[config.mk]
export PLATFORM = sky130hd
export DESIGN_NAME = bit_stuffing_frame_builder_flat
export DESIGN_NICKNAME = d
export VERILOG_FILES = /design/src/rtl/bsf_pkg.sv /design/src/rtl/bsf_ifs.sv /design/src/rtl/bsf_front.sv /design/src/rtl/bsf_queue.sv /design/src/rtl/bsf_back.sv /design/src/rtl/bit_stuffing_frame_builder.sv /design/src/flat_wrapper.sv
export SDC_FILE = /design/constraint.sdc
export NUM_CORES = 1
export LEC_CHECK = 0
export ABC_AREA = 0
export BUFFER_PORTS_ARGS = -buffer_cell sky130_fd_sc_hd__buf_2
export CAP_MARGIN = 20
export CORE_MARGIN = 3
export CORE_UTILIZATION = 30
export CTS_CLUSTER_DIAMETER = 40
export DETAILED_ROUTE_END_ITERATION = 10
export SLEW_MARGIN = 20
export SYNTH_ARGS = -nofsm -noshare
export SYNTH_HDL_FRONTEND = slang
export SYNTH_SLANG_ARGS = --single-unit
[constraint.sdc]
create_clock -name i_clk -period 4.3 [get_ports i_clk]
set_input_delay 0.86 -clock i_clk [delete_from_list [all_inputs] [get_ports i_clk]]
set_output_delay 0.86 -clock i_clk [all_outputs]
set_load 0.05 [all_outputs]
[src/rtl/bsf_pkg.sv]
`timescale 1ns / 1ps
// ----------------------------------------------------------------------------
// bsf_pkg: shared definitions for the bit stuffing frame builder
// frame constants, field widths, bit kinds and the command passed front to back
// ----------------------------------------------------------------------------
package bsf_pkg;

    // consecutive payload ones that force a stuffed zero (2..7)
    localparam int STUFF_RUN    = 5;
    // address bits sent after the opening flag (1..8)
    localparam int ADDRESS_BITS = 3;

    localparam int DEST_W  = 3;
    localparam int ONES_W  = 3;
    localparam int FLAG_W  = 8;
    localparam int IDX_W   = 3;
    localparam int KIND_W  = 2;

    localparam logic [FLAG_W-1:0] FLAG_PATTERN = 8'h7E;

    localparam logic [KIND_W-1:0] KIND_FLAG  = 2'd0;
    localparam logic [KIND_W-1:0] KIND_ADDR  = 2'd1;
    localparam logic [KIND_W-1:0] KIND_DATA  = 2'd2;
    localparam logic [KIND_W-1:0] KIND_STUFF = 2'd3;

    localparam int QUEUE_DEPTH = 4;
    localparam int QPTR_W      = $clog2(QUEUE_DEPTH);
    localparam int QCNT_W      = $clog2(QUEUE_DEPTH + 1);

    // one classified payload beat, ready for serialization
    typedef struct packed {
        logic              data_bit;
        logic              is_start;
        logic              is_end;
        logic              do_stuff;
        logic [DEST_W-1:0] addr;
    } t_cmd;

endpackage

[src/rtl/bsf_ifs.sv]
`timescale 1ns / 1ps
// ----------------------------------------------------------------------------
// bsf_ifs: valid/ready channels of the frame builder
// input channel carries payload beats, output channel carries line bits
// ----------------------------------------------------------------------------
interface bsf_in_if;
    logic       valid;
    logic       ready;
    logic       payload_bit;
    logic       frame_start;
    logic       frame_end;
    logic [2:0] dest_address;

    modport source (output valid, output payload_bit, output frame_start,
                    output frame_end, output dest_address, input ready);
    modport sink   (input valid, input payload_bit, input frame_start,
                    input frame_end, input dest_address, output ready);
endinterface

interface bsf_out_if;
    logic       valid;
    logic       ready;
    logic       line_bit;
    logic [1:0] bit_kind;
    logic       run_last;
    logic       frame_closed;

    modport source (output valid, output line_bit, output bit_kind,
                    output run_last, output frame_closed, input ready);
    modport sink   (input valid, input line_bit, input bit_kind,
                    input run_last, input frame_closed, output ready);
endinterface

[src/rtl/bsf_front.sv]
`timescale 1ns / 1ps
// ----------------------------------------------------------------------------
// bsf_front: input classifier
// tracks frame state and the ones run, decides stuffing, queues commands
// ----------------------------------------------------------------------------
module bsf_front
    import bsf_pkg::*;
(
    input  logic    i_clk,
    input  logic    i_rst_n,
    bsf_in_if.sink  i_in,
    input  logic    i_full,
    output logic    o_push,
    output t_cmd    o_cmd
);

    logic              r_open;
    logic              n_open;
    logic [ONES_W-1:0] r_ones;
    logic [ONES_W-1:0] n_ones;
    logic [ONES_W-1:0] w_base;
    logic [ONES_W-1:0] w_run;
    logic              w_accept;
    logic              w_stuff;

    assign i_in.ready = !i_full;
    assign w_accept   = i_in.valid && i_in.ready;

    always_comb begin
        w_base  = i_in.frame_start ? '0 : r_ones;
        w_run   = i_in.payload_bit ? ONES_W'(w_base + 1'b1) : '0;
        w_stuff = (w_run == ONES_W'(STUFF_RUN));
        n_ones  = r_ones;
        n_open  = r_open;
        o_push  = 1'b0;
        // beats outside a frame are swallowed
        if (w_accept && (i_in.frame_start || r_open)) begin
            o_push = 1'b1;
            n_ones = w_stuff ? '0 : w_run;
            n_open = !i_in.frame_end;
        end
    end

    assign o_cmd.data_bit = i_in.payload_bit;
    assign o_cmd.is_start = i_in.frame_start;
    assign o_cmd.is_end   = i_in.frame_end;
    assign o_cmd.do_stuff = w_stuff;
    assign o_cmd.addr     = i_in.dest_address;

    always_ff @(posedge i_clk) begin
        if (!i_rst_n) begin
            r_open <= 1'b0;
            r_ones <= '0;
        end else begin
            r_open <= n_open;
            r_ones <= n_ones;
        end
    end

endmodule

[src/rtl/bsf_queue.sv]
`timescale 1ns / 1ps
// ----------------------------------------------------------------------------
// bsf_queue: command queue
// small flop fifo between classifier and serializer, head shown directly
// ----------------------------------------------------------------------------
module bsf_queue
    import bsf_pkg::*;
(
    input  logic i_clk,
    input  logic i_rst_n,
    input  logic i_push,
    input  t_cmd i_cmd,
    output logic o_full,
    output logic o_valid,
    output t_cmd o_head,
    input  logic i_pop
);

    t_cmd              r_mem [QUEUE_DEPTH];
    logic [QPTR_W-1:0] r_wr;
    logic [QPTR_W-1:0] r_rd;
    logic [QCNT_W-1:0] r_cnt;
    logic              w_pop;

    assign o_full  = (r_cnt == QCNT_W'(QUEUE_DEPTH));
    assign o_valid = (r_cnt != '0);
    assign o_head  = r_mem[r_rd];
    assign w_pop   = i_pop && o_valid;

    always_ff @(posedge i_clk) begin
        if (i_push) begin
            r_mem[r_wr] <= i_cmd;
        end
    end

    always_ff @(posedge i_clk) begin
        if (!i_rst_n) begin
            r_wr  <= '0;
            r_rd  <= '0;
            r_cnt <= '0;
        end else begin
            if (i_push) begin
                r_wr <= QPTR_W'(r_wr + 1'b1);
            end
            if (w_pop) begin
                r_rd <= QPTR_W'(r_rd + 1'b1);
            end
            if (i_push && !w_pop) begin
                r_cnt <= QCNT_W'(r_cnt + 1'b1);
            end else if (!i_push && w_pop) begin
                r_cnt <= QCNT_W'(r_cnt - 1'b1);
            end
        end
    end

endmodule

[src/rtl/bsf_back.sv]
`timescale 1ns / 1ps
// ----------------------------------------------------------------------------
// bsf_back: line serializer
// walks a command: start flag, address; data; stuff if set; at end closing flag
// ----------------------------------------------------------------------------
module bsf_back
    import bsf_pkg::*;
(
    input  logic     i_clk,
    input  logic     i_rst_n,
    input  logic     i_valid,
    input  t_cmd     i_head,
    output logic     o_pop,
    bsf_out_if.source o_out
);

    localparam logic [2:0] PH_OPEN  = 3'd0;
    localparam logic [2:0] PH_ADDR  = 3'd1;
    localparam logic [2:0] PH_DATA  = 3'd2;
    localparam logic [2:0] PH_STUFF = 3'd3;
    localparam logic [2:0] PH_CLOSE = 3'd4;

    logic              r_mid;
    logic [2:0]        r_phase;
    logic [IDX_W-1:0]  r_idx;
    logic [2:0]        n_phase;
    logic [IDX_W-1:0]  n_idx;
    logic [2:0]        w_phase;
    logic [IDX_W-1:0]  w_idx;
    logic [IDX_W-1:0]  w_ai;
    logic              w_bit;
    logic [KIND_W-1:0] w_kind;
    logic              w_last;
    logic              w_closed;
    logic              w_adv;
    logic              w_step;

    logic              r_ov;
    logic              r_bit;
    logic [KIND_W-1:0] r_kind;
    logic              r_last;
    logic              r_closed;

    assign w_phase = r_mid ? r_phase : (i_head.is_start ? PH_OPEN : PH_DATA);
    assign w_idx   = r_mid ? r_idx : '0;
    assign w_ai    = IDX_W'(ADDRESS_BITS - 1) - w_idx;

    always_comb begin
        w_bit    = 1'b0;
        w_kind   = KIND_FLAG;
        w_last   = 1'b0;
        w_closed = 1'b0;
        n_phase  = w_phase;
        n_idx    = IDX_W'(w_idx + 1'b1);
        case (w_phase)
            PH_OPEN: begin
                w_bit = FLAG_PATTERN[IDX_W'(FLAG_W - 1) - w_idx];
                if (w_idx == IDX_W'(FLAG_W - 1)) begin
                    n_phase = PH_ADDR;
                    n_idx   = '0;
                end
            end
            PH_ADDR: begin
                w_kind = KIND_ADDR;
                // address bits above the field width go out as zero
                w_bit  = (w_ai < IDX_W'(DEST_W)) ? i_head.addr[w_ai[1:0]] : 1'b0;
                if (w_idx == IDX_W'(ADDRESS_BITS - 1)) begin
                    n_phase = PH_DATA;
                    n_idx   = '0;
                end
            end
            PH_DATA: begin
                w_kind = KIND_DATA;
                w_bit  = i_head.data_bit;
                n_idx  = '0;
                if (i_head.do_stuff) begin
                    n_phase = PH_STUFF;
                end else if (i_head.is_end) begin
                    n_phase = PH_CLOSE;
                end else begin
                    w_last = 1'b1;
                end
            end
            PH_STUFF: begin
                w_kind = KIND_STUFF;
                n_idx  = '0;
                if (i_head.is_end) begin
                    n_phase = PH_CLOSE;
                end else begin
                    w_last = 1'b1;
                end
            end
            PH_CLOSE: begin
                w_bit = FLAG_PATTERN[IDX_W'(FLAG_W - 1) - w_idx];
                if (w_idx == IDX_W'(FLAG_W - 1)) begin
                    w_last   = 1'b1;
                    w_closed = 1'b1;
                end
            end
            default: begin
                w_last = 1'b1;
            end
        endcase
    end

    assign w_adv  = !r_ov || o_out.ready;
    assign w_step = w_adv && i_valid;
    assign o_pop  = w_step && w_last;

    always_ff @(posedge i_clk) begin
        if (!i_rst_n) begin
            r_mid   <= 1'b0;
            r_phase <= PH_OPEN;
            r_idx   <= '0;
            r_ov    <= 1'b0;
        end else begin
            if (w_step) begin
                r_mid   <= !w_last;
                r_phase <= n_phase;
                r_idx   <= n_idx;
            end
            if (w_adv) begin
                r_ov <= i_valid;
            end
        end
    end

    always_ff @(posedge i_clk) begin
        if (w_step) begin
            r_bit    <= w_bit;
            r_kind   <= w_kind;
            r_last   <= w_last;
            r_closed <= w_closed;
        end
    end

    assign o_out.valid        = r_ov;
    assign o_out.line_bit     = r_bit;
    assign o_out.bit_kind     = r_kind;
    assign o_out.run_last     = r_last;
    assign o_out.frame_closed = r_closed;

endmodule

[src/rtl/bit_stuffing_frame_builder.sv]
`timescale 1ns / 1ps
// path: an accepted beat is written to the command queue, then its first line bit is registered at the output
// throughput: one line bit per cycle while the output is ready and a command waits;
//   a plain payload beat gives one line bit, a frame start adds 8 flag + ADDRESS_BITS
//   address bits, a stuffed zero one bit, a frame end 8 flag bits
// reset: synchronous active-low i_rst_n clears frame state, run count,
//   queue, serializer state and output valid flag; no clearing pass
// ----------------------------------------------------------------------------
// bit_stuffing_frame_builder: hdlc-style serial framer
// wraps payload bits in flags and address and inserts stuffed zeros
// ----------------------------------------------------------------------------
module bit_stuffing_frame_builder
    import bsf_pkg::*;
(
    input  logic      i_clk,
    input  logic      i_rst_n,
    bsf_in_if.sink    i_in,
    bsf_out_if.source o_out
);

    // front to queue
    logic w_push;
    t_cmd w_cmd;
    logic w_full;

    // queue to back
    logic w_head_valid;
    t_cmd w_head;
    logic w_pop;

    // classifier: frame tracking, ones run, stuffing decision per beat
    bsf_front u_front (
        .i_clk   (i_clk),
        .i_rst_n (i_rst_n),
        .i_in    (i_in),
        .i_full  (w_full),
        .o_push  (w_push),
        .o_cmd   (w_cmd)
    );

    // decouples the input, one beat per cycle while the queue is not full, from multi-bit serialization
    bsf_queue u_queue (
        .i_clk   (i_clk),
        .i_rst_n (i_rst_n),
        .i_push  (w_push),
        .i_cmd   (w_cmd),
        .o_full  (w_full),
        .o_valid (w_head_valid),
        .o_head  (w_head),
        .i_pop   (w_pop)
    );

    // serializer with registered output, pops a command on its last line bit
    bsf_back u_back (
        .i_clk   (i_clk),
        .i_rst_n (i_rst_n),
        .i_valid (w_head_valid),
        .i_head  (w_head),
        .o_pop   (w_pop),
        .o_out   (o_out)
    );

endmodule
[src/flat_wrapper.sv]
// flat-port wrapper written by rule: the top's interface ports become plain ports
module bit_stuffing_frame_builder_flat import bsf_pkg::*;
  (i_clk, i_rst_n, i_in_valid, i_in_payload_bit, i_in_frame_start, i_in_frame_end, i_in_dest_address, i_in_ready, o_out_valid, o_out_line_bit, o_out_bit_kind, o_out_run_last, o_out_frame_closed, o_out_ready);
  bsf_in_if i_in_i ();
  bsf_out_if o_out_i ();
  input  logic i_clk;
  input  logic i_rst_n;
  input wire logic [$bits(i_in_i.valid)-1:0] i_in_valid;
  input wire logic [$bits(i_in_i.payload_bit)-1:0] i_in_payload_bit;
  input wire logic [$bits(i_in_i.frame_start)-1:0] i_in_frame_start;
  input wire logic [$bits(i_in_i.frame_end)-1:0] i_in_frame_end;
  input wire logic [$bits(i_in_i.dest_address)-1:0] i_in_dest_address;
  output wire logic [$bits(i_in_i.ready)-1:0] i_in_ready;
  output wire logic [$bits(o_out_i.valid)-1:0] o_out_valid;
  output wire logic [$bits(o_out_i.line_bit)-1:0] o_out_line_bit;
  output wire logic [$bits(o_out_i.bit_kind)-1:0] o_out_bit_kind;
  output wire logic [$bits(o_out_i.run_last)-1:0] o_out_run_last;
  output wire logic [$bits(o_out_i.frame_closed)-1:0] o_out_frame_closed;
  input wire logic [$bits(o_out_i.ready)-1:0] o_out_ready;
  assign i_in_i.valid = i_in_valid;
  assign i_in_i.payload_bit = i_in_payload_bit;
  assign i_in_i.frame_start = i_in_frame_start;
  assign i_in_i.frame_end = i_in_frame_end;
  assign i_in_i.dest_address = i_in_dest_address;
  assign i_in_ready = i_in_i.ready;
  assign o_out_valid = o_out_i.valid;
  assign o_out_line_bit = o_out_i.line_bit;
  assign o_out_bit_kind = o_out_i.bit_kind;
  assign o_out_run_last = o_out_i.run_last;
  assign o_out_frame_closed = o_out_i.frame_closed;
  assign o_out_i.ready = o_out_ready;
  bit_stuffing_frame_builder u_core (.i_clk(i_clk), .i_rst_n(i_rst_n), .i_in(i_in_i), .o_out(o_out_i));
endmodule
==> run_results.csv <==
group,metric,value,unit
floorplan,num_rows,33,
cts,cts_tree,"yes",
logic_synthesis,yosysSeqAreaShare,0.547,
routing,drtAntennaViolNets,0,
pwr,combinationalPowerShare,0.318,
routing,wire_per_inst,13.6,um
pwr,intPower,0.947,mW
timing,relSlewSlack,0.618,
routing,vias,1682,
global_route,antenna_found_initial,0,
min_path,hold_path_class,"flip-flop to flip-flop",
placed_design,place.gp.congestion,0.771,
pwr,pwr-share-seq,0.473,
logic_synthesis,synthCells,219,
floorplan,die_y,98.8,um
setup_path,crit_arrival,3.53,ns
logic_synthesis,synth-seq-cells,54,
setup_path,rrSetupSlack,0.99,ns
routing,drcViolationCount,0,
floorplan,start_util,0.311,
logic_synthesis,syn_area,2580,sq um
cts,cts-root-buf,"clkbuf_8",
global_route,use_met2,0.164,
logic_synthesis,syn_area_per_cell,11.8,sq um
cts,htreeDepth,2,
final_layout,fillCellCount,814,
timing,worst_pin_slew,0.573,ns
timing,drv_slew,0,
pwr,p_total,1.50,mW
global_route,use_met3,0.0276,
timing,tns,0,ns
timing,fin_skew,0.00663,ns
run_status,status,"completed",
timing,clock.fmax,303,MHz
pwr,sw_frac_of_total,0.370,
floorplan,die_area,9750,sq um
logic_synthesis,synth_edf_count,33,
routing,routed_wl,4610,um
pwr,leakagePower,1.05,nW
pwr,p_per_area,527,nW/um^2
timing,hold_viol,0,
timing,rsz0062_at_grt,"no",
logic_synthesis,ys_warn_count,0,
floorplan,die_x,98.8,um
placed_design,dp_hpwl,3260,um
final_layout,syn_to_final_growth,10.4,%
floorplan,num_io_pins,17,
logic_synthesis,synthFlopType,"edfxtp_1",
routing,drt-initial-drc-count,92,
setup_path,cp.required,4.53,ns
setup_path,start_kind,"flip-flop",
timing,post-route-period-util,0.769,
global_route,use_met1,0.129,
global_route,grt_pass1_wl,7760,um
placed_design,port_buffers,16,
cts,cts_setup_buffers,0,
final_layout,nets,256,
pwr,p_switching,0.556,mW
setup_path,critPathMaxFanout,20,
cts,clk_latency,0.30,ns
cts,clk_path_buf_depth,2,
timing,period_minus_slack,3.31,ns
global_route,grt.overflow.total,0,
logic_synthesis,synth_cell_type_count,48,
routing,drt-pass1-iter-count,4,
setup_path,critPathKind,"flip-flop to flip-flop",
final_layout,drive_gt1_frac,0.140,
job,max_cap_viol_count,0,
pwr,peakVddDrop,0.000171,V
cts,ctsHoldBuffers,0,
final_layout,diodes,0,
global_route,grt_pass1_vias,1619,
cts,clk_pin_slew,0.09,ns
logic_synthesis,syn-num-nets,241,
logic_synthesis,synth-async-reset-ratio,0,
timing,setup_viol,0,
cts,cts.sinks,54,
final_layout,postLayoutCoreUtil,0.343,
floorplan,core-area,8300,sq um
global_route,grt_max_degree,21,
setup_path,endpoint_kind,"flip-flop",
global_route,track_usage,0.0997,
global_route,grt.busiest_layer,"met2",
routing,vias_per_cell,4.95,
cts,cts_resized,0,
cts,cts_buffers,5,
pwr,clockPowerShare,0.208,
==> routing by layer <==
| layer | vias up | wire, um |
|---|---|---|
| met5 | - | 0 |
| met4 | 0 | 28 |
| met3 | 4 | 216 |
| met2 | 40 | 2170 |
| met1 | 802 | 2200 |
| li1 | 836 | - |
==> layout make-up <==
class,count,area [sq um],area share
multi-input cells,142,1070,0.375
clock buffers,7,97.6,0.0342
repair buffers,16,80.1,0.0281
clock inverters,1,3.75,0.00132
well taps,105,131,0.0461
flip-flops and latches,54,1410,0.495
inverters,15,56.3,0.0198
==> state kept, by name, indices dropped and copies added (netlist names), named ones only <==
| register | flops |
|---|---|
| u_core.u_back.o_out.run_last | 1 |
| u_core.u_queue.r_cnt | 3 |
| u_core.u_back.o_out.line_bit | 1 |
| u_core.u_back.o_out.valid | 1 |
| u_core.u_back.r_phase | 3 |
| u_core.u_queue.r_rd | 2 |
| u_core.u_back.r_mid | 1 |
| u_core.u_queue.r_mem | 28 |
| u_core.u_back.o_out.frame_closed | 1 |
| u_core.u_queue.r_wr | 2 |
| u_core.u_back.o_out.bit_kind | 2 |
| u_core.u_back.r_idx | 3 |
| u_core.u_front.r_open | 1 |
| u_core.u_front.r_ones | 3 |
==> path summary, 6_finish.rpt <==
path | to | from | depth (start not counted)
max | u_core.u_queue.r_cnt[2] | u_core.u_back.r_mid | 15
min | u_core.u_front.r_ones[1] | u_core.u_front.r_ones[1] | 2
max reg2reg | u_core.u_queue.r_cnt[2] | u_core.u_back.r_mid | 15
min reg2reg | u_core.u_front.r_ones[1] | u_core.u_front.r_ones[1] | 2
==> power by group through the flow <==
stage	clock [mW]	sequential, mW	combinational (mW)
global route	0.348	0.726	0.525
floorplan	0	0.781	0.324
finish	0.313	0.712	0.478
detailed placement	0	0.725	0.482
CTS	0.323	0.712	0.484
global placement	0	0.724	0.480
==> cell families after synthesis <==
logic type | after synthesis | synth area share
and+or+nand+nor | 66 | 0.130
DFF | 54 | 0.547
AOI/OAI and AO/OA | 49 | 0.126
buffers and inverters | 23 | 0.0388
adders and majority gates | 12 | 0.0611
muxes | 11 | 0.0839
xor gates and xnor gates | 4 | 0.0136
==> cell usage in the layout (no fill, tap or decap), drive strengths merged, types with 4 or more instances in the layout <==
| cell type | count |
|---|---|
| nand2 | 20 |
| ha | 11 |
| mux2i | 4 |
| a22oi | 4 |
| edfxtp | 33 |
| clkbuf | 7 |
| a21oi | 19 |
| nand2b | 4 |
| buf | 16 |
| nor3 | 4 |
| and2 | 6 |
| o21ai | 9 |
| nor2 | 15 |
| inv | 13 |
| mux4 | 7 |
| dfxtp | 21 |
==> worst max-delay path, cell delays in order (launching register included) <==
cell and delay [ns]:
dfxtp_1 0.50, nand2_1 0.23, inv_1 0.08, ha_1 0.18
ha_1 0.24, nor2_1 0.11, a21oi_1 0.09, a221oi_2 0.32
inv_1 0.11, nand2_1 0.09, ha_1 0.19, inv_1 0.07
fa_1 0.43, xor2_1 0.16, or3_1 0.30, a21oi_1 0.13
==> metrics by stage <==
step	worst slack, ns	cells	hold slack [ns]	cell area [sq um]
after floorplan	1.23	219	0.427	2580
after global placement	1.11	332	0.436	2750
after detailed placement	0.986	332	0.449	2750
after CTS	0.993	340	0.462	2850
after global routing	0.639	340	0.497	2850
final	0.995	340	0.456	2850
==> synthesized netlist by cell type (all sizes together) (2+ instances only) <==
library cell  instances  share of area
or3b                  2         0.0068
inv                  13          0.019
ha                   11          0.053
o2111ai               3          0.010
a21oi                19          0.037
clkbuf                3         0.0044
buf                   5          0.013
a22oi                 4          0.012
mux2i                 4          0.016
edfxtp               33           0.38
and2                  6          0.015
nor3                  4         0.0078
nor2b                 2         0.0048
nand3b                2         0.0058
nand3                 2         0.0039
clkinv                2         0.0029
and3                  3         0.0073
a31oi                 2         0.0048
o21ai                 9          0.017
dfxtp                21           0.16
nand2                20          0.029
nor2                 15          0.024
mux4                  7          0.068
or3                   3         0.0073
xor2                  3          0.010
nand2b                4         0.0097
Note: power is estimated with default switching activity, not from simulation.
